$ cat src/rtl/crce_pkg.sv
// Shared types and constants of the CRC codeword encoder.
package crce_pkg;

	localparam int MAX_GENERATOR_LENGTH = 17;
	localparam int REM_W                = MAX_GENERATOR_LENGTH - 1;
	localparam int GEN_W                = 17;
	localparam int LEN_W                = 5;
	localparam int BYTE_BITS            = 8;
	localparam int NIBBLE_BITS          = 4;
	localparam int CW_W                 = 24;
	localparam int CWL_W                = 5;
	localparam int CFG_IDX_W            = 2;
	localparam int QUEUE_DEPTH          = 2;
	localparam int PTR_W                = $clog2(QUEUE_DEPTH);
	localparam int CNT_W                = $clog2(QUEUE_DEPTH + 1);

	localparam logic [CFG_IDX_W-1:0] REG_GENERATOR_BITS   = 2'd0;
	localparam logic [CFG_IDX_W-1:0] REG_GENERATOR_LENGTH = 2'd1;
	localparam logic [CFG_IDX_W-1:0] REG_NIBBLE_MODE      = 2'd2;

	typedef struct packed {
		logic [GEN_W-1:0] generator_bits;
		logic [LEN_W-1:0] generator_length;
		logic             nibble_mode;
	} crce_cfg_t;

	typedef struct packed {
		logic [BYTE_BITS-1:0] data;
		logic                 nibble;
	} crce_item_t;

endpackage

$ cat src/rtl/crce_front.sv
// Front end: accepts bytes, tags them with their dataword mode and queues them.
module crce_front (
	input  logic                          clk,
	input  logic                          arst_n,
	input  logic                          start,
	output logic                          busy,
	input  logic [crce_pkg::BYTE_BITS-1:0] data_byte,
	input  logic                          nibble_mode,
	output logic                          item_valid,
	output crce_pkg::crce_item_t          item,
	input  logic                          pop
);
	import crce_pkg::*;

	localparam logic [CNT_W-1:0] FULL = CNT_W'(QUEUE_DEPTH);

	crce_item_t       mem_q [QUEUE_DEPTH];
	logic [PTR_W-1:0] wr_ptr_q;
	logic [PTR_W-1:0] rd_ptr_q;
	logic [CNT_W-1:0] count_q;
	logic             push;
	logic             do_pop;

	assign busy       = (count_q == FULL);
	assign push       = start && !busy;
	assign item_valid = (count_q != '0);
	assign item       = mem_q[rd_ptr_q];
	assign do_pop     = pop && item_valid;

	always_ff @(posedge clk) begin
		if (push) begin
			mem_q[wr_ptr_q].data   <= data_byte;
			mem_q[wr_ptr_q].nibble <= nibble_mode;
		end
	end

	always_ff @(posedge clk or negedge arst_n) begin
		if (!arst_n) begin
			wr_ptr_q <= '0;
			rd_ptr_q <= '0;
			count_q  <= '0;
		end else begin
			if (push) begin
				wr_ptr_q <= wr_ptr_q + PTR_W'(1);
			end
			if (do_pop) begin
				rd_ptr_q <= rd_ptr_q + PTR_W'(1);
			end
			if (push && !do_pop) begin
				count_q <= count_q + CNT_W'(1);
			end else if (!push && do_pop) begin
				count_q <= count_q - CNT_W'(1);
			end
		end
	end

endmodule

$ cat src/rtl/crce_back.sv
// Back end: divides each dataword by the generator and registers the codeword.
module crce_back (
	input  logic                       clk,
	input  logic                       arst_n,
	input  crce_pkg::crce_cfg_t        cfg,
	input  logic                       item_valid,
	input  crce_pkg::crce_item_t       item,
	output logic                       pop,
	output logic                       valid,
	output logic [crce_pkg::CW_W-1:0]  codeword,
	output logic [crce_pkg::CWL_W-1:0] codeword_length,
	output logic                       last_of_byte
);
	import crce_pkg::*;

	function automatic logic [REM_W-1:0] crc_rem(
		input logic [BYTE_BITS-1:0] data,
		input logic                 is_nibble,
		input logic [REM_W-1:0]     poly
	);
		logic [REM_W-1:0] rem;
		logic             fb;
		rem = '0;
		for (int i = 0; i < BYTE_BITS; i++) begin
			if (!is_nibble || i < NIBBLE_BITS) begin
				fb  = data[BYTE_BITS-1-i] ^ rem[REM_W-1];
				rem = {rem[REM_W-2:0], 1'b0} ^ (fb ? poly : '0);
			end
		end
		return rem;
	endfunction

	logic                 phase_q;
	logic [LEN_W-1:0]     eff_len;
	logic [LEN_W-1:0]     r;
	logic [LEN_W-1:0]     lj_shift;
	logic [REM_W:0]       mask_w;
	logic [REM_W-1:0]     poly_lj;
	logic [BYTE_BITS-1:0] word;
	logic [BYTE_BITS-1:0] word_aligned;
	logic                 first_half;
	logic [REM_W-1:0]     rem_lj;
	logic [REM_W-1:0]     rem;

	always_comb begin
		if (cfg.generator_length < LEN_W'(2)) begin
			eff_len = LEN_W'(2);
		end else if (cfg.generator_length > LEN_W'(MAX_GENERATOR_LENGTH)) begin
			eff_len = LEN_W'(MAX_GENERATOR_LENGTH);
		end else begin
			eff_len = cfg.generator_length;
		end
	end

	assign r        = eff_len - LEN_W'(1);
	assign lj_shift = LEN_W'(REM_W) - r;
	assign mask_w   = ((REM_W+1)'(1) << r) - (REM_W+1)'(1);
	assign poly_lj  = (REM_W'(cfg.generator_bits) & mask_w[REM_W-1:0]) << lj_shift;

	assign first_half = item.nibble && !phase_q;
	assign pop        = item_valid && !first_half;

	always_comb begin
		if (!item.nibble) begin
			word = item.data;
		end else if (first_half) begin
			word = {{(BYTE_BITS-NIBBLE_BITS){1'b0}}, item.data[BYTE_BITS-1:NIBBLE_BITS]};
		end else begin
			word = {{(BYTE_BITS-NIBBLE_BITS){1'b0}}, item.data[NIBBLE_BITS-1:0]};
		end
		word_aligned = item.nibble ? (word << (BYTE_BITS - NIBBLE_BITS)) : word;
	end

	assign rem_lj = crc_rem(word_aligned, item.nibble, poly_lj);
	assign rem    = rem_lj >> lj_shift;

	always_ff @(posedge clk) begin
		if (item_valid) begin
			codeword        <= (CW_W'(word) << r) | CW_W'(rem);
			codeword_length <= (item.nibble ? CWL_W'(NIBBLE_BITS) : CWL_W'(BYTE_BITS))
				+ CWL_W'(r);
			last_of_byte    <= !first_half;
		end
	end

	always_ff @(posedge clk or negedge arst_n) begin
		if (!arst_n) begin
			phase_q <= 1'b0;
			valid   <= 1'b0;
		end else begin
			valid <= item_valid;
			if (item_valid) begin
				phase_q <= first_half;
			end
		end
	end

endmodule

$ cat src/rtl/crc_codeword_encoder.sv
// Top level of the CRC codeword encoder with a programmable generator.
// Usage: raise start with data_byte while busy is low; the byte is taken at
// that clock edge as one transaction and waits in a two-entry queue.
// The back end turns each byte into codewords, one per cycle: one codeword
// in 8-bit mode, or two in nibble mode (high nibble first, then low nibble).
// Each codeword is shown for exactly one cycle with valid high, together with
// codeword_length and last_of_byte, which marks the final codeword of a byte.
// Each byte passes the queue entry, then the back-end output register.
// Throughput is one byte per cycle in 8-bit mode; in nibble mode each byte
// holds the single result port of the back end for both of its codewords.
// Busy rises only when the queue holds two bytes not yet fully encoded.
// The receiver cannot stall, so results are never held back.
// Registers must be written through cfg_we, cfg_index and cfg_data while the
// block is idle, which it does not enforce; unknown indexes are ignored.
// Reset empties the queue, clears valid and loads the generator 0x11021 with
// length 17 in 8-bit mode.
module crc_codeword_encoder (
	input  logic                           clk,
	input  logic                           arst_n,
	input  logic                           start,
	output logic                           busy,
	input  logic [crce_pkg::BYTE_BITS-1:0] data_byte,
	input  logic                           cfg_we,
	input  logic [crce_pkg::CFG_IDX_W-1:0] cfg_index,
	input  logic [crce_pkg::GEN_W-1:0]     cfg_data,
	output logic                           valid,
	output logic [crce_pkg::CW_W-1:0]      codeword,
	output logic [crce_pkg::CWL_W-1:0]     codeword_length,
	output logic                           last_of_byte
);
	import crce_pkg::*;

	crce_cfg_t  cfg_q;
	crce_item_t item;
	logic       item_valid;
	logic       pop;

	always_ff @(posedge clk or negedge arst_n) begin
		if (!arst_n) begin
			cfg_q.generator_bits   <= GEN_W'(69665);
			cfg_q.generator_length <= LEN_W'(17);
			cfg_q.nibble_mode      <= 1'b0;
		end else if (cfg_we) begin
			case (cfg_index)
				REG_GENERATOR_BITS:   cfg_q.generator_bits   <= cfg_data;
				REG_GENERATOR_LENGTH: cfg_q.generator_length <= cfg_data[LEN_W-1:0];
				REG_NIBBLE_MODE:      cfg_q.nibble_mode      <= cfg_data[0];
				default: ;
			endcase
		end
	end

	crce_front u_front (
		.clk         (clk),
		.arst_n      (arst_n),
		.start       (start),
		.busy        (busy),
		.data_byte   (data_byte),
		.nibble_mode (cfg_q.nibble_mode),
		.item_valid  (item_valid),
		.item        (item),
		.pop         (pop)
	);

	crce_back u_back (
		.clk             (clk),
		.arst_n          (arst_n),
		.cfg             (cfg_q),
		.item_valid      (item_valid),
		.item            (item),
		.pop             (pop),
		.valid           (valid),
		.codeword        (codeword),
		.codeword_length (codeword_length),
		.last_of_byte    (last_of_byte)
	);

	a_nibble_pair: assert property (@(posedge clk) disable iff (!arst_n)
		valid && !last_of_byte |=> valid && last_of_byte)
		else $error("First nibble codeword was not followed by the second one.");

	a_first_only_nibble: assert property (@(posedge clk) disable iff (!arst_n)
		valid && !last_of_byte |-> cfg_q.nibble_mode)
		else $error("Codeword without last mark outside nibble mode.");

	a_codeword_fits: assert property (@(posedge clk) disable iff (!arst_n)
		valid |-> (codeword >> codeword_length) == '0)
		else $error("Codeword has bits above its reported length.");

endmodule
$ cat config.mk
export PLATFORM = sky130hd
export DESIGN_NAME = crc_codeword_encoder
export DESIGN_NICKNAME = d
export VERILOG_FILES = /design/src/rtl/crce_pkg.sv /design/src/rtl/crce_front.sv /design/src/rtl/crce_back.sv /design/src/rtl/crc_codeword_encoder.sv
export SDC_FILE = /design/constraint.sdc
export NUM_CORES = 1
export LEC_CHECK = 0
export ABC_AREA = 1
export BUFFER_PORTS_ARGS = -buffer_cell sky130_fd_sc_hd__buf_2
export CAP_MARGIN = 25
export CORE_AREA = 4 4 137 139
export DETAILED_ROUTE_END_ITERATION = 8
export DIE_AREA = 0 0 141 143
export GPL_ROUTABILITY_DRIVEN = 0
export PLACE_DENSITY_LB_ADDON = 0.1
export SLEW_MARGIN = 0
export SYNTH_ARGS = -nofsm -noshare
export SYNTH_HDL_FRONTEND = slang
export SYNTH_SLANG_ARGS = --single-unit
$ cat constraint.sdc
create_clock -name clk -period 8.3 [get_ports clk]
set_input_delay 1.66 -clock clk [delete_from_list [all_inputs] [get_ports clk]]
set_output_delay 1.66 -clock clk [all_outputs]
set_load 0.1 [all_outputs]
=== Word-level counts from Yosys, hierarchy flattened ===
Memory sizes are Yosys's and may differ from the RTL's.
Cells that the tools add are included.

* Bits in registers: 58
* Word-level logic and storage cells: 84
* Memories: 1
* Output and inout bits: 32
* Input bits: 31
* Memory bits (writable): 18

* Reduce and logical (&&, ||, !) cells: 17
* Bitwise gates (word level): 16
* Shift-type cells: 4
* Magnitude comparators: 2
* Equality and inequality tests: 3
* Muxes and demuxes: 22
* Add/subtract/negate cells: 8

{| class="wikitable"
|+ Memories
! memory !! words !! bits a word !! read ports !! clocked after memory_dff !! write ports !! line !! source
|-
| u_front.mem_q || 2 || 9 || 1 || 0 || 1 || crce_front.sv:17 || <nowiki>crce_item_t mem_q [QUEUE_DEPTH];</nowiki>
|}

{| class="wikitable"
|+ Operators with widths
! cell !! count
|-
| $mux 16 || 12
|-
| $xor 16x16->16 || 7
|-
| $or 24x16->24 || 1
|-
| $shl 8x5->24 || 1
|-
| $and 16x16->16 || 1
|-
| $mux 8 || 2
|-
| $shl 1x5->16 const A || 1
|-
| $shl 16x5->16 || 1
|-
| $shr 16x5->16 || 1
|-
| $sub 16x2->16 const B || 1
|-
| $mux 5 || 2
|-
| $mux 4 || 2
|-
| $xor 1x1->1 || 7
|-
| $logic_and 1x1->1 || 6
|-
| $reduce_and 2->1 || 3
|-
| $add 5x5->5 || 1
|-
| $gt 5x5->1 const B || 1
|-
| $logic_not 1->1 || 5
|-
| $lt 5x2->1 const B || 1
|-
| $sub 5x1->5 const B || 1
|-
| $sub 5x5->5 const A || 1
|-
| $eq 2x2->1 const B || 2
|-
| $mux 2 || 2
|-
| $reduce_bool 2->1 || 2
|-
| 6 further kinds || 8
|}

=== Logic depth before layout (Yosys ltp) ===
* Word-level depth: 36
* Depth in mapped cells: 70
* Mapped depth without buffers: 63

=== Cells and area by module ===
A second synthesis with hierarchy kept.

* Cell total of the unflattened synthesis: 1375
* Area, all modules: 8704.6 um^2

{| class="wikitable"
|+ By module, submodules not included
! module !! area an instance (um^2) !! times used !! sequential area each (um^2) !! cells each
|-
| crce_back || 6845.3 || 1 || 950.9 || 1193
|-
| crc_codeword_encoder || 963.4 || 1 || 583.1 || 104
|-
| crce_front || 895.9 || 1 || 640.6 || 78
|}

=== Worst setup path before layout ===
No wires, ideal clock.

* Kind: flip-flop to flip-flop
* From: register cfg_q[5] (netlist bit)
* To: register u_back.codeword[1] (netlist bit), data pin
* Required time: 8047 ps
* Slack: 846 ps
* Stages on the path, launching flop included: 65
* Arrival: 7201 ps
* Setup time: 253 ps
* Clock period less this slack: 7454 ps
* Buffers on the path: 8
* Cell sequence: dfstp_2 -> nor2_1 -> nand2_2 -> nand2_1 -> nand2_2 -> buf_2 -> inv_1 -> buf_2 -> buf_2 -> buf_2 -> ha_1 -> inv_1 -> nand2_2 -> nand3_1 -> nand2_2 -> buf_6 -> inv_2 -> buf_2 -> [29 not listed] -> nand2_1 -> nand2_2 -> nand4_1 -> nand2_1 -> nand4_2 -> nand3_1 -> nand2_1 -> nand2_1 -> nand4_4 -> buf_6 -> nand4_1 -> nand3_1 -> nand3_1 -> nand3_1 -> nand3_1 -> nand3_1 -> nand2_1 -> nand2_1

* Elaborated cells on any way between the ends: 39
* Classes of those cells: 3 x add/sub; 2 x order compare; 4 x shift; 14 x mux; 16 x bitwise

{| class="wikitable"
|+ RTL lines
! element !! line !! source
|-
| start: declaration || crc_codeword_encoder.sv:33 || <nowiki>crce_cfg_t cfg_q;</nowiki>
|-
| $gt 5x5->1 || crce_back.sv:48 || <nowiki>end else if (cfg.generator_length > LEN_W'(MAX_GENERATOR_LENGTH)) begin</nowiki>
|-
| $mux 5 || crce_back.sv:48 ||
|-
| $mux 5 (*) || crce_back.sv:46 || <nowiki>if (cfg.generator_length < LEN_W'(2)) begin</nowiki>
|-
| $sub 5x1->5 (*) || crce_back.sv:55 || <nowiki>assign r = eff_len - LEN_W'(1);</nowiki>
|-
| $sub 5x5->5 (*) || crce_back.sv:56 || <nowiki>assign lj_shift = LEN_W'(REM_W) - r;</nowiki>
|-
| net u_back.lj_shift[0] || crce_back.sv:36 || <nowiki>logic [LEN_W-1:0] lj_shift;</nowiki>
|-
| $shl 16x5->16 || crce_back.sv:58 || <nowiki>assign poly_lj = (REM_W'(cfg.generator_bits) & mask_w[REM_W-1:0]) << lj_shift;</nowiki>
|-
| $mux 16 || crce_back.sv:27 || <nowiki>rem = {rem[REM_W-2:0], 1'b0} ^ (fb ? poly : '0);</nowiki>
|-
| [19 not listed] || - ||
|-
| $xor 16x16->16 || crce_back.sv:27 ||
|-
| $mux 16 || crce_back.sv:25 || <nowiki>if (!is_nibble || i < NIBBLE_BITS) begin</nowiki>
|-
| $xor 1x1->1 || crce_back.sv:26 || <nowiki>fb = data[BYTE_BITS-1-i] ^ rem[REM_W-1];</nowiki>
|-
| $mux 16 || crce_back.sv:27 ||
|-
| $xor 16x16->16 || crce_back.sv:27 ||
|-
| $mux 16 || crce_back.sv:25 ||
|-
| $shr 16x5->16 (*) || crce_back.sv:75 || <nowiki>assign rem = rem_lj >> lj_shift;</nowiki>
|-
| $or 24x16->24 (*) || crce_back.sv:79 || <nowiki>codeword <= (CW_W'(word) << r) | CW_W'(rem);</nowiki>
|-
| end signal: assignment || crce_back.sv:79 ||
|-
| end: declaration || crce_back.sv:10 || <nowiki>output logic [crce_pkg::CW_W-1:0] codeword,</nowiki>
|}

The timed path passes the listed nets; every way through them passes the cells marked *.
A chain may end at the register's enable or synchronous reset.

=== Worst setup path in the final report ===
* From: register cfg_q[5] (netlist bit)
* To: register u_back.codeword[1] (netlist bit), data pin

* Cells in the longest elaborated chain, start to end: 36
* Elaborated cells on any way between the ends: 39
* Classes of those cells: 3 x add/sub; 2 x order compare; 4 x shift; 14 x mux; 16 x bitwise

{| class="wikitable"
|+ Ends and longest elaborated chain
! element !! line !! source
|-
| $gt 5x5->1 || crce_back.sv:48 ||
|-
| $mux 5 || crce_back.sv:48 ||
|-
| $mux 5 (*) || crce_back.sv:46 ||
|-
| $sub 5x1->5 (*) || crce_back.sv:55 ||
|-
| $shl 1x5->16 || crce_back.sv:57 || <nowiki>assign mask_w = ((REM_W+1)'(1) << r) - (REM_W+1)'(1);</nowiki>
|-
| $sub 16x2->16 || crce_back.sv:57 ||
|-
| $and 16x16->16 || crce_back.sv:58 ||
|-
| $shl 16x5->16 || crce_back.sv:58 ||
|-
| [20 not listed] || - ||
|-
| $xor 16x16->16 || crce_back.sv:27 ||
|-
| $mux 16 || crce_back.sv:25 ||
|-
| $xor 1x1->1 || crce_back.sv:26 ||
|-
| $mux 16 || crce_back.sv:27 ||
|-
| $xor 16x16->16 || crce_back.sv:27 ||
|-
| $mux 16 || crce_back.sv:25 ||
|-
| $shr 16x5->16 || crce_back.sv:75 ||
|-
| $or 24x16->24 (*) || crce_back.sv:79 ||
|}

Mark *: on every way between the ends. The rest lies on a longest branch, timed or not.

==> flow_metrics.tcl <==
set metrics [dict create \
    htreeDepth 3 \
    die_area_um2 20200 \
    cpMostUsedCell "sky130_fd_sc_hd__nand2_1" \
    max_stage_delay_ns 0.59 \
    cts_tree "yes" \
    placementRows 49 \
    ioPinCount 63 \
    run_status "complete, no violations" \
    timing.critical_path.fanout_max 49 \
    clock_path_buffers 2 \
    synth_async_sr_flop_share_pct 36.8 \
    die_h_um 143 \
    drt-initial-drc-count 739 \
    path_delay_family "simple AND/OR/NAND/NOR gates" \
    drt-pass1-iter-count 5 \
    grt_antenna_before_repair 0 \
    syn2layout_area_growth_pct 10.5 \
    layout.filler_cells 1832 \
    syn-num-nets 1384 \
    synthesis.yosys.warnings 0 \
    fin_max_slew_vios 0 \
    coreArea_um2 17700 \
    ctsRootBufferMaster "sky130_fd_sc_hd__clkbuf_16" \
    clkSlewWorstSetupHoldPaths_ns 0.06 \
    synth-seq-area-share_pct 25.4 \
    syn_area_um2 8440 \
    detailed_place_hpwl_um 18200 \
    post_synthesis_cell_type_count 49 \
    ys_top_cells_by_area "sky130_fd_sc_hd__edfxtp_1 17%, sky130_fd_sc_hd__nand2_1 17%, sky130_fd_sc_hd__nand3_1 16%" \
    period_utilisation_layout_pct 91.7 \
    antenna_cells 0 \
    worst-slew-pin-transition_ns 0.791 \
    synthFlopType "sky130_fd_sc_hd__edfxtp_1" \
    io_buffer_count 61 \
    worstSetupStartpointType "flip-flop" \
    die_w_um 141 \
    setup_viol 0 \
    nets 1418 \
    fin_skew_ns 0.00833 \
    vias 8932 \
    post-route-min-period_ns 7.62 \
    syn-instance-count 1342 \
    worstSetupEndpointType "flip-flop" \
    holdCritPathClass "reg2reg" \
    post_route_antenna_net_violation_count 0 \
    critical_path.slowest_cell "sky130_fd_sc_hd__dfstp_2" \
    dp_slack_ns 0.0789 \
    edff_count_synth 48 \
    max-cap-violations 0 \
    maxSlewHeadroom_pct 47.1 \
    sequential_cell_area_um2 2150 \
    drive_above_1_share_pct 14.0 \
    grt_start_max_net_pins 66 \
    timing.setup.critical_path_class "reg2reg" \
    globalRoute.totalOverflow 0 \
    setup-tns-final_ns 0 \
    postSynthRegisterBits 76 \
    share_of_the_synthesized_area_in_the_top_cell_type_pct 17.1 \
    vias_per_cell 5.55 \
    fmax_mhz 131 \
    hold_buffers 0 \
    mean_post_synth_cell_area_um2 6.29 \
    clk-insertion-delay-late_ns 0.35 \
    all_layer_gr_usage_pct 23.7 \
    synth_commonest_cells "377 x sky130_fd_sc_hd__nand2_1, 278 x sky130_fd_sc_hd__nand3_1, 131 x sky130_fd_sc_hd__inv_1" \
    multi_input_comb_area_um2 5550 \
    first_global_vias 7896 \
    cts.sink_count 76 \
    wl_per_cell_um 15.0 \
    final_hold_viol_count 0 \
    tritoncts.num_buffers 9 \
    synthDominantAreaCellType "sky130_fd_sc_hd__edfxtp_1" \
    worst-endpoint-required_ns 8.40 \
    yosys.cell_count.top_type "sky130_fd_sc_hd__nand2_1" \
    grt_pass1_wl_um 39300 \
    remaining_drc_errors 0 \
    final_critical_path_setup_slack_ns 0.685 \
    worst_ep_arrival_time_ns 7.72 \
    routed_wl_um 24200 \
    cp_num_buf_inv 6 \
    initial_core_util_pct 47.8 \
]
==> cell type report <==
type	instances	share of cell area (%)
clock buffers	9	2.41
clock inverters	7	1.13
inverters	141	5.71
multi-input cells	1063	59.4
flip-flops and latches	76	23.0
well taps	229	3.07
repair buffers	85	5.20
==> final timing paths <==
path | start | slack (ns) | to | cells after the start
max in group asynchronous | arst_n | 6.58 | cfg_q[4] | 1
min reg2reg | cfg_q[8] | 0.48 | cfg_q[8] | 2
max | cfg_q[5] | 0.68 | u_back.codeword[1] | 54
min | cfg_q[8] | 0.48 | cfg_q[8] | 2
max reg2reg | cfg_q[5] | 0.68 | u_back.codeword[1] | 54
min in group asynchronous | arst_n | 1.31 | u_front.wr_ptr_q | 1
==> per-stage QoR <==
| step | cell area [um2] | instances | hold WS, ns | utilization, % |
|---|---|---|---|---|
| 2_1_floorplan | 8440 | 1342 | 0.442 | - |
| 3_3_place_gp | 8820 | 1581 | 0.471 | 49.9 |
| 3_5_place_dp | 8820 | 1581 | 0.473 | 49.9 |
| 4_1_cts | 9150 | 1597 | 0.490 | 51.8 |
| 5_1_grt | 9330 | 1610 | 0.527 | 52.8 |
| 6_report | 9330 | 1610 | 0.484 | 52.8 |
==> worst register-to-register path: cells and delay by family, from the launching register on <==
family / cells / cell delay, ns
DFF: 1 / 0.59
adders and majority gates: 3 / 0.79
and+or+nand+nor: 42 / 4.54
AOI/OAI and AO/OA: 2 / 0.37
xor gates and xnor gates: 1 / 0.21
buffers and inverters: 6 / 0.82
==> per-layer routing <==
metal / routed length (um) / track usage (%) / up-vias / part of all wire, %
met5: 0 / 0 / - / 0
met4: 504 / 7.70 / 0 / 2.1
met3: 1530 / 3.72 / 38 / 6.3
met2: 11200 / 38.5 / 284 / 46
met1: 11000 / 32.5 / 4067 / 46
li1: - / - / 4543 / -
==> repair_timing <==
action | in CTS | in global routing
resized for setup | 0 | 15
setup endpoints to repair | 0 | 16
endpoints found under the hold margin | 0 | 0
buffers inserted | 0 | 9
==> cells by family after synthesis <==
group | share of synthesized area, %
simple gates | 46.2
flops | 25.4
xor+xnor | 5.07
buf+inv | 10.2
fa+ha+maj | 1.72
compound gates | 9.75
mux | 1.57
==> sequential cells by signal (all words and copies together) (netlist names) <==
signal                  count
u_back.codeword            24
cfg_q                      22
u_front.mem_q              18
u_back.codeword_length      5
u_front.count_q             2
u_back.last_of_byte         1
u_back.phase_q              1
u_back.valid                1
u_front.rd_ptr_q            1
u_front.wr_ptr_q            1
==> layout by cell type (no fill, tap or decap), drive strengths merged, types with 9 or more instances in the layout <==
cell and count:
a21oi 12, edfxtp 48, ha 10, nand2 405, o21ai 82, buf 85, xnor2 22, xor2 26
nand3 287, mux2 10, clkbuf 9, dfrtp 23, nor2 99, nand4 52, inv 141, o21bai 25
Power is left out: the tool's default activity adds up to more than one toggle a clock period on the data nets, which glitch-free logic cannot reach.
